### config.mk
export PLATFORM = sky130hd
export DESIGN_NAME = one_wire_bus_master
export DESIGN_NICKNAME = d
export VERILOG_FILES = /design/src/rtl/owbm_pkg.sv /design/src/rtl/owbm_regs.sv /design/src/rtl/owbm_front.sv /design/src/rtl/owbm_queue.sv /design/src/rtl/owbm_engine.sv /design/src/rtl/one_wire_bus_master.sv
export SDC_FILE = /design/constraint.sdc
export NUM_CORES = 1
export LEC_CHECK = 0
export BUFFER_PORTS_ARGS = -buffer_cell sky130_fd_sc_hd__buf_4
export CORE_MARGIN = 2
export CORE_UTILIZATION = 64
export CTS_CLUSTER_SIZE = 14
export DETAILED_ROUTE_END_ITERATION = 10
export PLACE_DENSITY = 0.85
export SYNTH_ARGS = -nofsm -noshare
export SYNTH_HDL_FRONTEND = slang
export SYNTH_SLANG_ARGS = --single-unit
export TNS_END_PERCENT = 100
### constraint.sdc
create_clock -name i_clk -period 7 [get_ports i_clk]
set_clock_uncertainty 0.1 [all_clocks]
set_input_delay 1.75 -clock i_clk [delete_from_list [all_inputs] [get_ports i_clk]]
set_output_delay 1.75 -clock i_clk [all_outputs]
set_load 0.005 [all_outputs]
### src/rtl/owbm_pkg.sv
// Package for the one-wire bus master: shared types, command and phase codes,
// register indexes and fixed slot timings. No dependencies.
`timescale 1ns / 1ps
`default_nettype none

package owbm_pkg;

    // command codes on the input beat
    localparam logic [1:0] CMD_NONE  = 2'd0;
    localparam logic [1:0] CMD_RESET = 2'd1;
    localparam logic [1:0] CMD_WRITE = 2'd2;
    localparam logic [1:0] CMD_READ  = 2'd3;

    // operation phases
    localparam logic [3:0] PH_IDLE      = 4'd0;
    localparam logic [3:0] PH_RST_LOW   = 4'd1;
    localparam logic [3:0] PH_RST_REC   = 4'd2;
    localparam logic [3:0] PH_PRES_WAIT = 4'd3;
    localparam logic [3:0] PH_PRES_LOW  = 4'd4;
    localparam logic [3:0] PH_W_LOW     = 4'd5;
    localparam logic [3:0] PH_W_HOLD    = 4'd6;
    localparam logic [3:0] PH_W_REC     = 4'd7;
    localparam logic [3:0] PH_R_LOW     = 4'd8;
    localparam logic [3:0] PH_R_WAIT    = 4'd9;
    localparam logic [3:0] PH_R_REC     = 4'd10;

    // register indexes (byte address = 4 * index)
    localparam logic [2:0] REG_RESET_LOW   = 3'd0;
    localparam logic [2:0] REG_RESET_REC   = 3'd1;
    localparam logic [2:0] REG_PRES_WAIT   = 3'd2;
    localparam logic [2:0] REG_PRES_LOW    = 3'd3;
    localparam logic [2:0] REG_WRITE_LOW   = 3'd4;
    localparam logic [2:0] REG_WRITE_SLOT  = 3'd5;
    localparam logic [2:0] REG_READ_LOW    = 3'd6;
    localparam logic [2:0] REG_READ_SAMPLE = 3'd7;

    // fixed recovery lengths closing each slot
    localparam logic [11:0] WRITE_REC_TICKS = 12'd5;
    localparam logic [11:0] READ_REC_TICKS  = 12'd50;

    // depth of the queue between front and back
    localparam int QDEPTH = 2;

    // one classified tick
    typedef struct packed {
        logic       start_reset;
        logic       start_write;
        logic       start_read;
        logic [7:0] data_byte;
        logic       bus_level;
    } t_item;

    // one result beat
    typedef struct packed {
        logic       drive_low;
        logic       busy;
        logic       done;
        logic       presence_fail;
        logic [7:0] read_data;
        logic       read_valid;
    } t_result;

    // timing registers
    typedef struct packed {
        logic [11:0] reset_low_time;
        logic [7:0]  reset_recovery_time;
        logic [7:0]  presence_wait_limit;
        logic [7:0]  presence_low_limit;
        logic [7:0]  write_low_time;
        logic [7:0]  write_slot_time;
        logic [7:0]  read_low_time;
        logic [7:0]  read_sample_delay;
    } t_cfg;

endpackage

`default_nettype wire

### src/rtl/owbm_regs.sv
// Timing register file behind the APB-style port.
// Depends on owbm_pkg for the register indexes and the t_cfg struct.
`timescale 1ns / 1ps
`default_nettype none

module owbm_regs (
    input  wire logic                 i_clk,
    input  wire logic                 i_rst_n,
    input  wire logic                 psel,
    input  wire logic                 penable,
    input  wire logic                 pwrite,
    input  wire logic [4:0]           paddr,
    input  wire logic [31:0]          pwdata,
    output logic      [31:0]          prdata,
    output logic                      pready,
    output owbm_pkg::t_cfg            o_cfg
);

    owbm_pkg::t_cfg r_cfg;
    logic [2:0]     reg_idx;
    logic           wr_en;

    assign reg_idx = paddr[4:2];
    assign wr_en   = psel & penable & pwrite;
    assign pready  = 1'b1;
    assign o_cfg   = r_cfg;

    // register writes, reset to the standard timings
    always_ff @(posedge i_clk) begin
        if (!i_rst_n) begin
            r_cfg.reset_low_time      <= 12'd750;
            r_cfg.reset_recovery_time <= 8'd15;
            r_cfg.presence_wait_limit <= 8'd200;
            r_cfg.presence_low_limit  <= 8'd240;
            r_cfg.write_low_time      <= 8'd2;
            r_cfg.write_slot_time     <= 8'd55;
            r_cfg.read_low_time       <= 8'd3;
            r_cfg.read_sample_delay   <= 8'd6;
        end else if (wr_en) begin
            unique case (reg_idx)
                owbm_pkg::REG_RESET_LOW:   r_cfg.reset_low_time      <= pwdata[11:0];
                owbm_pkg::REG_RESET_REC:   r_cfg.reset_recovery_time <= pwdata[7:0];
                owbm_pkg::REG_PRES_WAIT:   r_cfg.presence_wait_limit <= pwdata[7:0];
                owbm_pkg::REG_PRES_LOW:    r_cfg.presence_low_limit  <= pwdata[7:0];
                owbm_pkg::REG_WRITE_LOW:   r_cfg.write_low_time      <= pwdata[7:0];
                owbm_pkg::REG_WRITE_SLOT:  r_cfg.write_slot_time     <= pwdata[7:0];
                owbm_pkg::REG_READ_LOW:    r_cfg.read_low_time       <= pwdata[7:0];
                owbm_pkg::REG_READ_SAMPLE: r_cfg.read_sample_delay   <= pwdata[7:0];
                default: ;
            endcase
        end
    end

    // read back
    always_comb begin
        unique case (reg_idx)
            owbm_pkg::REG_RESET_LOW:   prdata = {20'd0, r_cfg.reset_low_time};
            owbm_pkg::REG_RESET_REC:   prdata = {24'd0, r_cfg.reset_recovery_time};
            owbm_pkg::REG_PRES_WAIT:   prdata = {24'd0, r_cfg.presence_wait_limit};
            owbm_pkg::REG_PRES_LOW:    prdata = {24'd0, r_cfg.presence_low_limit};
            owbm_pkg::REG_WRITE_LOW:   prdata = {24'd0, r_cfg.write_low_time};
            owbm_pkg::REG_WRITE_SLOT:  prdata = {24'd0, r_cfg.write_slot_time};
            owbm_pkg::REG_READ_LOW:    prdata = {24'd0, r_cfg.read_low_time};
            owbm_pkg::REG_READ_SAMPLE: prdata = {24'd0, r_cfg.read_sample_delay};
            default:                   prdata = 32'd0;
        endcase
    end

endmodule

`default_nettype wire

### src/rtl/owbm_front.sv
// Front stage: takes input beats, decodes the command and registers the item.
// Depends on owbm_pkg for command codes and the t_item struct.
`timescale 1ns / 1ps
`default_nettype none

module owbm_front (
    input  wire logic           i_clk,
    input  wire logic           i_rst_n,
    input  wire logic           i_in_valid,
    output logic                o_in_ready,
    input  wire logic [1:0]     i_cmd,
    input  wire logic [7:0]     i_data_byte,
    input  wire logic           i_bus_level,
    output logic                o_item_valid,
    input  wire logic           i_item_ready,
    output owbm_pkg::t_item     o_item
);

    logic            r_valid;
    owbm_pkg::t_item r_item;
    owbm_pkg::t_item dec_item;

    // stage can load when empty or when its item moves on this cycle
    assign o_in_ready   = ~r_valid | i_item_ready;
    assign o_item_valid = r_valid;
    assign o_item       = r_item;

    // command decode
    always_comb begin
        dec_item.start_reset = 1'b0;
        dec_item.start_write = 1'b0;
        dec_item.start_read  = 1'b0;
        dec_item.data_byte   = i_data_byte;
        dec_item.bus_level   = i_bus_level;
        unique case (i_cmd)
            owbm_pkg::CMD_NONE:  ;
            owbm_pkg::CMD_RESET: dec_item.start_reset = 1'b1;
            owbm_pkg::CMD_WRITE: dec_item.start_write = 1'b1;
            owbm_pkg::CMD_READ:  dec_item.start_read  = 1'b1;
            default: ;
        endcase
    end

    always_ff @(posedge i_clk) begin
        if (!i_rst_n) begin
            r_valid <= 1'b0;
        end else if (o_in_ready) begin
            r_valid <= i_in_valid;
        end
    end

    always_ff @(posedge i_clk) begin
        if (o_in_ready && i_in_valid) begin
            r_item <= dec_item;
        end
    end

endmodule

`default_nettype wire

### src/rtl/owbm_queue.sv
// Short flop queue of classified items between front and back.
// Depends on owbm_pkg for t_item and the queue depth.
`timescale 1ns / 1ps
`default_nettype none

module owbm_queue (
    input  wire logic           i_clk,
    input  wire logic           i_rst_n,
    input  wire logic           i_push_valid,
    output logic                o_push_ready,
    input  wire owbm_pkg::t_item i_push_item,
    output logic                o_pop_valid,
    input  wire logic           i_pop_ready,
    output owbm_pkg::t_item     o_pop_item
);

    localparam int PTR_W = (owbm_pkg::QDEPTH > 1) ? $clog2(owbm_pkg::QDEPTH) : 1;
    localparam logic [PTR_W-1:0] LAST = PTR_W'(owbm_pkg::QDEPTH - 1);

    owbm_pkg::t_item  r_mem [owbm_pkg::QDEPTH];
    logic [PTR_W-1:0] r_wr_ptr;
    logic [PTR_W-1:0] r_rd_ptr;
    logic [PTR_W:0]   r_count;
    logic             push;
    logic             pop;

    assign o_push_ready = (r_count != (PTR_W+1)'(owbm_pkg::QDEPTH));
    assign o_pop_valid  = (r_count != '0);
    assign o_pop_item   = r_mem[r_rd_ptr];
    assign push         = i_push_valid & o_push_ready;
    assign pop          = o_pop_valid & i_pop_ready;

    // pointers and fill level
    always_ff @(posedge i_clk) begin
        if (!i_rst_n) begin
            r_wr_ptr <= '0;
            r_rd_ptr <= '0;
            r_count  <= '0;
        end else begin
            if (push) begin
                r_wr_ptr <= (r_wr_ptr == LAST) ? '0 : r_wr_ptr + 1'b1;
            end
            if (pop) begin
                r_rd_ptr <= (r_rd_ptr == LAST) ? '0 : r_rd_ptr + 1'b1;
            end
            if (push && !pop) begin
                r_count <= r_count + 1'b1;
            end else if (pop && !push) begin
                r_count <= r_count - 1'b1;
            end
        end
    end

    always_ff @(posedge i_clk) begin
        if (push) begin
            r_mem[r_wr_ptr] <= i_push_item;
        end
    end

endmodule

`default_nettype wire

### src/rtl/owbm_engine.sv
// Back end: bus timing sequencer, one tick per item, with the result register.
// Depends on owbm_pkg for phase codes, slot timings and the shared structs.
`timescale 1ns / 1ps
`default_nettype none

module owbm_engine #(
    parameter int TIMER_BITS = 12
) (
    input  wire logic           i_clk,
    input  wire logic           i_rst_n,
    input  wire owbm_pkg::t_cfg i_cfg,
    input  wire logic           i_item_valid,
    output logic                o_item_ready,
    input  wire owbm_pkg::t_item i_item,
    output logic                o_out_valid,
    input  wire logic           i_out_ready,
    output owbm_pkg::t_result   o_res
);

    localparam int LW = 17;
    localparam logic [LW-1:0] TMASK = (LW'(1) << TIMER_BITS) - LW'(1);

    logic [3:0]            r_phase;
    logic [TIMER_BITS-1:0] r_timer;
    logic [7:0]            r_pcnt;
    logic [2:0]            r_bit;
    logic [7:0]            r_shift;
    logic                  r_out_valid;
    owbm_pkg::t_result     r_res;

    logic [3:0]            n_phase;
    logic [TIMER_BITS-1:0] n_timer;
    logic [7:0]            n_pcnt;
    logic [2:0]            n_bit;
    logic [7:0]            n_shift;
    owbm_pkg::t_result     n_res;

    // values after the idle dispatch
    logic [3:0]            c_phase;
    logic [TIMER_BITS-1:0] c_timer;
    logic [2:0]            c_bit;
    logic [7:0]            c_shift;
    logic [7:0]            smp_shift;

    logic [11:0]           dur;
    logic [LW-1:0]         dur_ext;
    logic [LW-1:0]         lim;
    logic [TIMER_BITS-1:0] t_inc;
    logic                  hit;
    logic                  pop;

    assign pop          = i_item_valid & (~r_out_valid | i_out_ready);
    assign o_item_ready = ~r_out_valid | i_out_ready;
    assign o_out_valid  = r_out_valid;
    assign o_res        = r_res;

    // idle: clear the timer and bit counters and start on a command
    always_comb begin
        c_phase = (r_phase > owbm_pkg::PH_R_REC) ? owbm_pkg::PH_IDLE : r_phase;
        c_timer = r_timer;
        c_bit   = r_bit;
        c_shift = r_shift;
        if (c_phase == owbm_pkg::PH_IDLE) begin
            c_timer = '0;
            c_bit   = '0;
            priority if (i_item.start_reset) begin
                c_phase = owbm_pkg::PH_RST_LOW;
            end else if (i_item.start_write) begin
                c_shift = i_item.data_byte;
                c_phase = owbm_pkg::PH_W_LOW;
            end else if (i_item.start_read) begin
                c_shift = 8'd0;
                c_phase = owbm_pkg::PH_R_LOW;
            end else begin
                // no command: stay idle
                c_phase = owbm_pkg::PH_IDLE;
            end
        end
    end

    // duration of the timed phase
    always_comb begin
        unique case (c_phase)
            owbm_pkg::PH_RST_LOW: dur = i_cfg.reset_low_time;
            owbm_pkg::PH_RST_REC: dur = {4'd0, i_cfg.reset_recovery_time};
            owbm_pkg::PH_W_LOW:   dur = {4'd0, i_cfg.write_low_time};
            owbm_pkg::PH_W_HOLD:  dur = {4'd0, i_cfg.write_slot_time};
            owbm_pkg::PH_W_REC:   dur = owbm_pkg::WRITE_REC_TICKS;
            owbm_pkg::PH_R_LOW:   dur = {4'd0, i_cfg.read_low_time};
            owbm_pkg::PH_R_WAIT:  dur = {4'd0, i_cfg.read_sample_delay};
            owbm_pkg::PH_R_REC:   dur = owbm_pkg::READ_REC_TICKS;
            default:              dur = 12'd1;
        endcase
    end

    // zero acts as one tick, long durations saturate to the timer range
    assign dur_ext = LW'(dur);
    assign lim     = (dur == 12'd0) ? LW'(1) : ((dur_ext > TMASK) ? TMASK : dur_ext);
    assign t_inc   = c_timer + 1'b1;
    assign hit     = (LW'(t_inc) >= lim);

    // sample on the first tick of read recovery
    assign smp_shift = (c_timer == '0) ? {i_item.bus_level, c_shift[7:1]} : c_shift;

    // phase sequencing
    always_comb begin
        n_phase = c_phase;
        n_timer = c_timer;
        n_pcnt  = r_pcnt;
        n_bit   = c_bit;
        n_shift = c_shift;
        n_res   = '0;
        unique case (c_phase)
            owbm_pkg::PH_RST_LOW: begin
                n_res.drive_low = 1'b1;
                n_timer = hit ? '0 : t_inc;
                if (hit) n_phase = owbm_pkg::PH_RST_REC;
            end
            owbm_pkg::PH_RST_REC: begin
                n_timer = hit ? '0 : t_inc;
                if (hit) begin
                    n_phase = owbm_pkg::PH_PRES_WAIT;
                    n_pcnt  = 8'd0;
                end
            end
            owbm_pkg::PH_PRES_WAIT: begin
                priority if (i_item.bus_level && r_pcnt < i_cfg.presence_wait_limit) begin
                    n_pcnt = r_pcnt + 8'd1;
                end else if (r_pcnt >= i_cfg.presence_wait_limit) begin
                    n_res.done          = 1'b1;
                    n_res.presence_fail = 1'b1;
                    n_phase             = owbm_pkg::PH_IDLE;
                end else begin
                    n_pcnt  = 8'd0;
                    n_phase = owbm_pkg::PH_PRES_LOW;
                end
            end
            owbm_pkg::PH_PRES_LOW: begin
                if (!i_item.bus_level && r_pcnt < i_cfg.presence_low_limit) begin
                    n_pcnt = r_pcnt + 8'd1;
                end else begin
                    n_res.done          = 1'b1;
                    n_res.presence_fail = (r_pcnt >= i_cfg.presence_low_limit);
                    n_phase             = owbm_pkg::PH_IDLE;
                end
            end
            owbm_pkg::PH_W_LOW: begin
                n_res.drive_low = 1'b1;
                n_timer = hit ? '0 : t_inc;
                if (hit) n_phase = owbm_pkg::PH_W_HOLD;
            end
            owbm_pkg::PH_W_HOLD: begin
                n_res.drive_low = ~c_shift[0];
                n_timer = hit ? '0 : t_inc;
                if (hit) n_phase = owbm_pkg::PH_W_REC;
            end
            owbm_pkg::PH_W_REC: begin
                n_timer = hit ? '0 : t_inc;
                if (hit) begin
                    n_shift = {1'b0, c_shift[7:1]};
                    if (c_bit == 3'd7) begin
                        n_res.done = 1'b1;
                        n_phase    = owbm_pkg::PH_IDLE;
                    end else begin
                        n_bit   = c_bit + 3'd1;
                        n_phase = owbm_pkg::PH_W_LOW;
                    end
                end
            end
            owbm_pkg::PH_R_LOW: begin
                n_res.drive_low = 1'b1;
                n_timer = hit ? '0 : t_inc;
                if (hit) n_phase = owbm_pkg::PH_R_WAIT;
            end
            owbm_pkg::PH_R_WAIT: begin
                n_timer = hit ? '0 : t_inc;
                if (hit) n_phase = owbm_pkg::PH_R_REC;
            end
            owbm_pkg::PH_R_REC: begin
                n_shift = smp_shift;
                n_timer = hit ? '0 : t_inc;
                if (hit) begin
                    if (c_bit == 3'd7) begin
                        n_res.done       = 1'b1;
                        n_res.read_valid = 1'b1;
                        n_res.read_data  = smp_shift;
                        n_phase          = owbm_pkg::PH_IDLE;
                    end else begin
                        n_bit   = c_bit + 3'd1;
                        n_phase = owbm_pkg::PH_R_LOW;
                    end
                end
            end
            default: ;
        endcase
        n_res.busy = (n_phase != owbm_pkg::PH_IDLE);
    end

    // sequencer state
    always_ff @(posedge i_clk) begin
        if (!i_rst_n) begin
            r_phase <= owbm_pkg::PH_IDLE;
            r_timer <= '0;
            r_pcnt  <= '0;
            r_bit   <= '0;
            r_shift <= '0;
        end else if (pop) begin
            r_phase <= n_phase;
            r_timer <= n_timer;
            r_pcnt  <= n_pcnt;
            r_bit   <= n_bit;
            r_shift <= n_shift;
        end
    end

    // result register
    always_ff @(posedge i_clk) begin
        if (!i_rst_n) begin
            r_out_valid <= 1'b0;
        end else if (pop) begin
            r_out_valid <= 1'b1;
        end else if (i_out_ready) begin
            r_out_valid <= 1'b0;
        end
    end

    always_ff @(posedge i_clk) begin
        if (pop) begin
            r_res <= n_res;
        end
    end

    // checks
    a_done_not_busy: assert property (@(posedge i_clk) disable iff (!i_rst_n)
        (r_out_valid && r_res.done) |-> !r_res.busy)
        else $error("done result still reports busy");

    a_rvalid_done: assert property (@(posedge i_clk) disable iff (!i_rst_n)
        (r_out_valid && r_res.read_valid) |-> (r_res.done && !r_res.presence_fail))
        else $error("read_valid without a plain completion");

    a_fail_done: assert property (@(posedge i_clk) disable iff (!i_rst_n)
        (r_out_valid && r_res.presence_fail) |-> r_res.done)
        else $error("presence_fail outside a completion");

    a_phase_range: assert property (@(posedge i_clk) disable iff (!i_rst_n)
        r_phase <= owbm_pkg::PH_R_REC)
        else $error("phase out of range");

    a_idle_stays: assert property (@(posedge i_clk) disable iff (!i_rst_n)
        (pop && r_phase == owbm_pkg::PH_IDLE && !i_item.start_reset
         && !i_item.start_write && !i_item.start_read) |=> (!r_res.busy && !r_res.drive_low))
        else $error("idle tick without command left the bus active");

endmodule

`default_nettype wire

### src/rtl/one_wire_bus_master.sv
// Top level of the one-wire bus master: register file, front stage, queue, sequencer.
// Depends on owbm_pkg, owbm_regs, owbm_front, owbm_queue and owbm_engine.
//
//  channel  | handshake                  | payload
//  ---------+----------------------------+---------------------------------------------
//  in       | i_in_valid / o_in_ready    | i_cmd, i_data_byte, i_bus_level
//  out      | o_out_valid / i_out_ready  | o_drive_low, o_busy_res, o_done_res,
//           |                            | o_presence_fail, o_read_data, o_read_valid
//  config   | psel, penable, pwrite      | paddr, pwdata, prdata, pready (always high)
//
// One item per clock sustained while the output is not stalled; each beat is registered in
// turn in the front register, a queue entry and the result register.
// Reset is synchronous, active low, and returns the timings to their standard values.
// A stalled output holds the result register; the two-entry queue and the front
// register absorb input beats until they fill, then o_in_ready drops.
`timescale 1ns / 1ps
`default_nettype none

module one_wire_bus_master #(
    parameter int TIMER_BITS = 12
) (
    input  wire logic        i_clk,
    input  wire logic        i_rst_n,
    // configuration
    input  wire logic        psel,
    input  wire logic        penable,
    input  wire logic        pwrite,
    input  wire logic [4:0]  paddr,
    input  wire logic [31:0] pwdata,
    output logic      [31:0] prdata,
    output logic             pready,
    // tick input
    input  wire logic        i_in_valid,
    output logic             o_in_ready,
    input  wire logic [1:0]  i_cmd,
    input  wire logic [7:0]  i_data_byte,
    input  wire logic        i_bus_level,
    // result output
    output logic             o_out_valid,
    input  wire logic        i_out_ready,
    output logic             o_drive_low,
    output logic             o_busy_res,
    output logic             o_done_res,
    output logic             o_presence_fail,
    output logic [7:0]       o_read_data,
    output logic             o_read_valid
);

    owbm_pkg::t_cfg    cfg;
    owbm_pkg::t_item   f_item;
    owbm_pkg::t_item   q_item;
    owbm_pkg::t_result res;
    logic              f_valid;
    logic              f_ready;
    logic              q_valid;
    logic              q_ready;

    owbm_regs u_regs (
        .i_clk   (i_clk),
        .i_rst_n (i_rst_n),
        .psel    (psel),
        .penable (penable),
        .pwrite  (pwrite),
        .paddr   (paddr),
        .pwdata  (pwdata),
        .prdata  (prdata),
        .pready  (pready),
        .o_cfg   (cfg)
    );

    owbm_front u_front (
        .i_clk        (i_clk),
        .i_rst_n      (i_rst_n),
        .i_in_valid   (i_in_valid),
        .o_in_ready   (o_in_ready),
        .i_cmd        (i_cmd),
        .i_data_byte  (i_data_byte),
        .i_bus_level  (i_bus_level),
        .o_item_valid (f_valid),
        .i_item_ready (f_ready),
        .o_item       (f_item)
    );

    owbm_queue u_queue (
        .i_clk        (i_clk),
        .i_rst_n      (i_rst_n),
        .i_push_valid (f_valid),
        .o_push_ready (f_ready),
        .i_push_item  (f_item),
        .o_pop_valid  (q_valid),
        .i_pop_ready  (q_ready),
        .o_pop_item   (q_item)
    );

    owbm_engine #(
        .TIMER_BITS (TIMER_BITS)
    ) u_engine (
        .i_clk        (i_clk),
        .i_rst_n      (i_rst_n),
        .i_cfg        (cfg),
        .i_item_valid (q_valid),
        .o_item_ready (q_ready),
        .i_item       (q_item),
        .o_out_valid  (o_out_valid),
        .i_out_ready  (i_out_ready),
        .o_res        (res)
    );

    assign o_drive_low     = res.drive_low;
    assign o_busy_res      = res.busy;
    assign o_done_res      = res.done;
    assign o_presence_fail = res.presence_fail;
    assign o_read_data     = res.read_data;
    assign o_read_valid    = res.read_valid;

endmodule

`default_nettype wire

### Yosys cells after proc, flatten, opt, wreduce, memory -nomap -nowiden

Memory sizes are Yosys's and may differ from the RTL's. A register that Yosys moved wholly into a read port is not among the register bits.
Cells that the tools add are included.

* equality and inequality tests: 25
* $lt $le $gt $ge: 7
* multiplexer cells: 64
* bitwise logic cells: 9
* reduce and logical (&&, ||, !) cells: 31
* add/sub/neg operators: 7

Operators with widths (count)
* 32-bit case mux with 8 select lines: 1
* 12-bit case mux with 8 select lines: 1
* 8-bit 2-to-1 mux: 10
* 4-bit 2-to-1 mux: 16
* 12-bit 2-to-1 mux: 4
* 4-bit case mux with 10 select lines: 1
* 12-bit zero test: 2
* 8-bit case mux with 3 select lines: 1
* 3-bit 2-to-1 mux: 6
* 2-bit AND reduction: 9
* 12-bit by 17-bit >= comparator with 1-bit output: 1
* 17-bit 2-to-1 mux: 1
* 4-bit by 3-bit equality test with 1-bit output (second input constant): 4
* 8-bit >= comparator: 2
* 8-bit less-than comparator: 2
* 8-bit case mux with 2 select lines: 1
* 3-bit equality test (second input constant): 5
* 1-bit 2-to-1 mux: 14
* 12-bit by 1-bit adder with 12-bit output (second input constant): 1
* 4-bit equality test (second input constant): 3
* 12-bit greater-than comparator (second input constant): 1
* 2-bit 2-to-1 mux: 5
* 8-bit by 1-bit adder with 8-bit output (second input constant): 1
* 4-bit by 2-bit equality test with 1-bit output (second input constant): 2
* 30 further kinds: 49

* register bits: 134
* memories: 1
* input port bits: 55
* word-level logic and storage cells: 173
* output and inout port bits: 48
* RAM bits: 24

Memory list
* u_queue.r_mem: depth 2, bits a word 12, rd ports 1, clocked after Yosys merged registers in 1, wr ports 1, line owbm_queue.sv:20 `owbm_pkg::t_item r_mem [owbm_pkg::QDEPTH];`

### Longest topological paths before layout

* depth after elaboration: 13
* depth in mapped cells: 21
* gate-level depth less buffers: 18

### By module

A second synthesis with hierarchy kept.

* cells, all modules: 1011
* area total of the unflattened synthesis: 8989.9 µm²

By module, submodules not included
* owbm_engine: area an instance 4058.9 µm², times used 1, sequential area each 1111.1 µm², cells each 518
* owbm_regs: area an instance 3390.8 µm², times used 1, sequential area each 1361.3 µm², cells each 412
* owbm_queue: area an instance 1103.6 µm², times used 1, sequential area each 820.8 µm², cells each 61
* owbm_front: area an instance 436.7 µm², times used 1, sequential area each 380.4 µm², cells each 20

### Worst setup path before layout

Ideal clock, no wire load.

* path type: input-to-output
* start: input port paddr[2]
* end: output port prdata[2]
* stages: 7
* data required time: 5150 ps
* data arrival time: 3090 ps
* slack: 2060 ps
* buffers on the path: 3
* path through: clkbuf_1 clkbuf_1 clkbuf_1 nand3_1 o21ai_0 a21oi_1 nor2_1

* word-level cells in the longest chain between the ends: 2
* elaborated cells between the ends (all ways): 9
* those cells by class: eq/ne (7); mux (1); reduce/logical (1)

Ends and longest elaborated chain
* start: declaration: line one_wire_bus_master.sv:28 `input wire logic [4:0] paddr,`
* 3-bit equality test, or another cell as far along: line owbm_regs.sv:56 `unique case (reg_idx)`
* 32-bit case mux with 8 select lines (*): line owbm_regs.sv:56
* end: declaration: line one_wire_bus_master.sv:30 `output logic [31:0] prdata,`

Mark *: on every way between the ends. The rest lies on a longest branch, timed or not. The select of a mux whose other input is x is not followed.

### Worst setup path in the final report

* start: register u_engine.r_phase[1]
* end: register u_engine.r_timer[0]

* word-level cells in the longest chain between the ends: 12
* elaborated cells between the ends (all ways): 23
* those cells by class: add/sub (1); order compare (3); eq/ne (8); mux (8); reduce/logical (3)

Ends and longest elaborated chain
* start: declaration: line owbm_engine.sv:23 `logic [3:0] r_phase;`
* start signal: assignment: line owbm_engine.sv:202 `r_phase <= owbm_pkg::PH_IDLE;`
* start signal: assignment: line owbm_engine.sv:208 `r_phase <= n_phase;`
* 4-bit greater-than comparator: line owbm_engine.sv:59 `c_phase = (r_phase > owbm_pkg::PH_R_REC) ? owbm_pkg::PH_IDLE : r_phase;`
* 4-bit 2-to-1 mux (*): line owbm_engine.sv:59
* 4-bit zero test: line owbm_engine.sv:63 `if (c_phase == owbm_pkg::PH_IDLE) begin`
* 4-bit 2-to-1 mux: line owbm_engine.sv:63
* 4-bit equality test, or another cell as far along: line owbm_engine.sv:83, owbm_engine.sv:113
* 12-bit case mux with 8 select lines: line owbm_engine.sv:83 `unique case (c_phase)`
* 12-bit greater-than comparator: line owbm_engine.sv:98 `assign lim = (dur == 12'd0) ? LW'(1) : ((dur_ext > TMASK) ? TMASK : dur_ext);`
* 12-bit 2-to-1 mux: line owbm_engine.sv:98
* 17-bit 2-to-1 mux: line owbm_engine.sv:98
* 12-bit by 17-bit >= comparator with 1-bit output: line owbm_engine.sv:100 `assign hit = (LW'(t_inc) >= lim);`
* 12-bit 2-to-1 mux
* 12-bit 2-to-1 mux (*)
* end signal: assignment: line owbm_engine.sv:209 `r_timer <= n_timer;`
* end: declaration: line owbm_engine.sv:24 `logic [TIMER_BITS-1:0] r_timer;`

Mark *: on every way between the ends. The rest lies on a longest branch, timed or not.
A chain may end at the register's enable or synchronous reset.

==> flow_summary.yaml <==
critical_path:
  crit_top_cell: "nor2_1"
  cp_cell_sequence: "nor4_2 -> a21oi_1 -> nand2_1 -> inv_1 -> ha_1 -> nand3_1 -> nor2_1 -> and4_1 -> nand3_1 -> xor2_1 -> nor2_1 -> ha_1 -> a21o_1 -> a221oi_1 -> nand2b_1 -> nor2_1 -> nor2_1 -> a211oi_1"
  worstRegToRegCells: 18
  arrival_ns: 5.73
  crit_type: "flip-flop to flip-flop"
  r2r_start: "u_engine.r_phase[1]"
  crit_fanout: 21
  start_kind: "flip-flop"
  crit_end: "u_engine.r_timer[0]"
  crit_start: "u_engine.r_phase[1]"
  crit_required_ns: 7.25
  r2r_end: "u_engine.r_timer[0]"
  crit_slowest_cell: "dfxtp_1"
  critPathMaxStageDelay_ns: 0.78
  end_kind: "flip-flop"
  r2r_slack_ns: 1.53
power_and_ir_drop:
  power_density_nw_per_um2: 335
  ir_worst_vdd_mv: 0.279
  leakage_nw: 3.82
timing:
  min_period_over_period_pct: 78.2
  slew_violations: 0
  tightest_slew_ns: 1.24
  setup_violations: 0
  relSlewSlack_pct: 16.7
  fin_crit_ns: 5.47
  rsz0062_at_grt: "false"
  fmax_mhz: 183
  final-hold-violation-count: 0
  hold-worst-slack_ns: 0.345
  timing.setup.tns_ns: 0
floorplan:
  rows: 42
  start_util_pct: 65.9
  die_area_sq_um: 14600
  die_width_um: 121
  die_h_um: 121
  boundaryPins: 103
  core_sq_um: 13300
yosys:
  ys_ff_latch: 159
  synth_edf_count: 49
  yosys.area.top_type: "dfxtp_1"
  ys_seq_area_share_pct: 42.0
  async_flop_share_pct: 0
  syn_avg_cell_area_sq_um: 8.96
  synth_area_sq_um: 8760
  synthFlopType: "dfxtp_1"
  synth.most_common_cell: "nor2_1"
  synth_cell_type_count: 72
  synthTopCellsByArea: "dfxtp_1, edfxtp_1, mux2i_1, nor2_1, nand2_1"
  synth_common_cells: "nor2_1, nand2_1, dfxtp_1"
  yosysTopAreaCellShare_pct: 25.2
  synth_warnings: 0
  synthCells: 977
clock_network:
  cts_hold_buf: 0
  numCtsBuffers: 17
  cts_tree: "built"
  cts_root_buf: "clkbuf_16"
  cts_resized: 0
  clockBufferDepth: 2
  post_cts_buffers: 0
  clock_latency_ns: 0.44
  h-tree-depth: 4
  clk_pin_slew_worst_paths_ns: 0.07
  cts.sink_count: 159
placement:
  place_area_sq_um: 9130
  port_buffers: 59
  gp_congestion: 0.938
  dp_hpwl_mm: 15.1
final_layout:
  final_nets: 1089
  area_growth_pct: 10.6
  diodes: 0
  design_area_sq_um: 9680
  drive_gt1_share_pct: 11.5
routing:
  drc_errors: 0
  vias_per_cell: 6.26
  wl_per_cell_um: 18.4
  totalWireLength_mm: 21.9
  drtPass1Iterations: 7
  vias: 7446
  drt_iter0_markers: 833
  ant_nets: 0
run_status:
  outcome: "finished clean"
min_path:
  hp-class: "flip-flop to flip-flop"
job:
  maxCapViolCount: 0
grt:
  grt_overflow: 0
  grt_max_degree: 48
  grt_pass1_vias: 7011
  groute.usage.overall_pct: 31.2
  grt_pass1_wl_mm: 35.4
  antenna_found_initial: 0
## cells by family (layout without fill, tap and decap cells)
family	after synthesis	in the layout	synth area share, %
other	2	21	0.0858
AO/OA/AOI/OAI	207	207	16.1
buffers and inverters	111	129	6.13
AND/OR/NAND/NOR	369	369	19.6
XOR/XNOR	13	13	1.30
adder cells (fa/ha/maj)	33	33	4.72
multiplexers	83	83	10.1
flip-flops	159	159	42.0
## flip-flops by register name, summed over array words and instances (netlist names), named ones only
name                  cells
u_engine.r_bit            3
u_queue.r_mem            24
u_engine.r_phase          4
u_engine.r_shift          8
u_engine.o_out_valid      1
u_regs.o_cfg             68
u_engine.r_pcnt           8
u_queue.r_rd_ptr          1
u_queue.r_count           2
u_front.o_item           12
u_queue.r_wr_ptr          1
u_engine.o_res           13
u_engine.r_timer         12
u_front.o_item_valid      1
## cells in the final DEF (no fill, tap or decap), types with 5 or more instances in the layout
master	count
nor2_1	124
nand2_1	112
dfxtp_1	110
mux2i_1	79
buf_4	67
edfxtp_1	49
a21oi_1	44
o21ai_0	36
nand3_1	33
ha_1	33
inv_1	28
conb_1	21
a22oi_1	18
clkbuf_16	18
a211oi_1	17
nor3_1	15
or3_1	14
nand2b_1	13
o22ai_1	12
a21o_1	10
nor2b_1	9
and2_1	9
o211ai_1	9
xor2_1	8
a21boi_0	8
nand4_1	7
a31oi_1	7
and3_1	6
o21a_1	6
a221oi_1	5
xnor2_1	5
inv_6	5
## routing by layer
layer / global-route usage, % / up-vias / share of wire [%]
met1: 41.3 / 3516 / 42
met5: 0 / - / 0
met2: 48.9 / 373 / 47
li1: - / 3508 / -
met4: 11.6 / 0 / 2.5
met3: 8.46 / 49 / 8.6
## final cells by class
type / instances / area (sq um)
clock buffers: 20 / 458
clock inverters: 12 / 98.8
fillers: 998 / 3610
inverters: 30 / 113
multi-input cells: 726 / 4620
flip-flops and latches: 159 / 3670
well taps: 176 / 220
repair buffers: 67 / 503
## power breakdown
part	total [mW]	switching, mW	internal, mW
clock	0.888	0.406	0.482
combinational	1.21	0.769	0.438
sequential	1.15	0.0935	1.05
## critical path, delay by kind of cell, from the launching register on
family / cells / cell delay, ns
buf+inv: 1 / 0.12
flops: 1 / 0.78
fa+ha+maj: 2 / 0.45
simple gates: 10 / 2.02
xor+xnor: 1 / 0.15
compound gates: 4 / 1.77
## worst min-delay path by stage
| stage | from | endpoint | slack (ns) | cells past startpoint |
|---|---|---|---|---|
| after floorplan | u_front.o_item[0] | u_queue.r_mem[0][0] | 0.32 | 0 |
| after global placement | u_front.o_item[4] | u_queue.r_mem[1][4] | 0.32 | 0 |
| after detailed placement | u_front.o_item[0] | u_queue.r_mem[0][0] | 0.33 | 0 |
| after CTS | u_front.o_item[0] | u_queue.r_mem[0][0] | 0.35 | 0 |
| after global routing | u_front.o_item[0] | u_queue.r_mem[0][0] | 0.35 | 0 |
| final | u_front.o_item[0] | u_queue.r_mem[0][0] | 0.34 | 0 |
## stage by stage
| step | setup slack (ns) | instances | utilization, % | power (mW) |
|---|---|---|---|---|
| 4_1_cts | 1.57 | 1190 | 72.8 | 3.22 |
| 3_3_place_gp | 1.65 | 1158 | 68.6 | 2.31 |
| 3_5_place_dp | 1.62 | 1158 | 68.6 | 2.34 |
| 6_report | 1.53 | 1190 | 72.8 | 3.24 |
| 2_1_floorplan | 2.06 | 996 | - | 2.03 |
| 5_1_grt | 0.892 | 1190 | 72.8 | 3.41 |
Power figures use the tool's default switching activity.
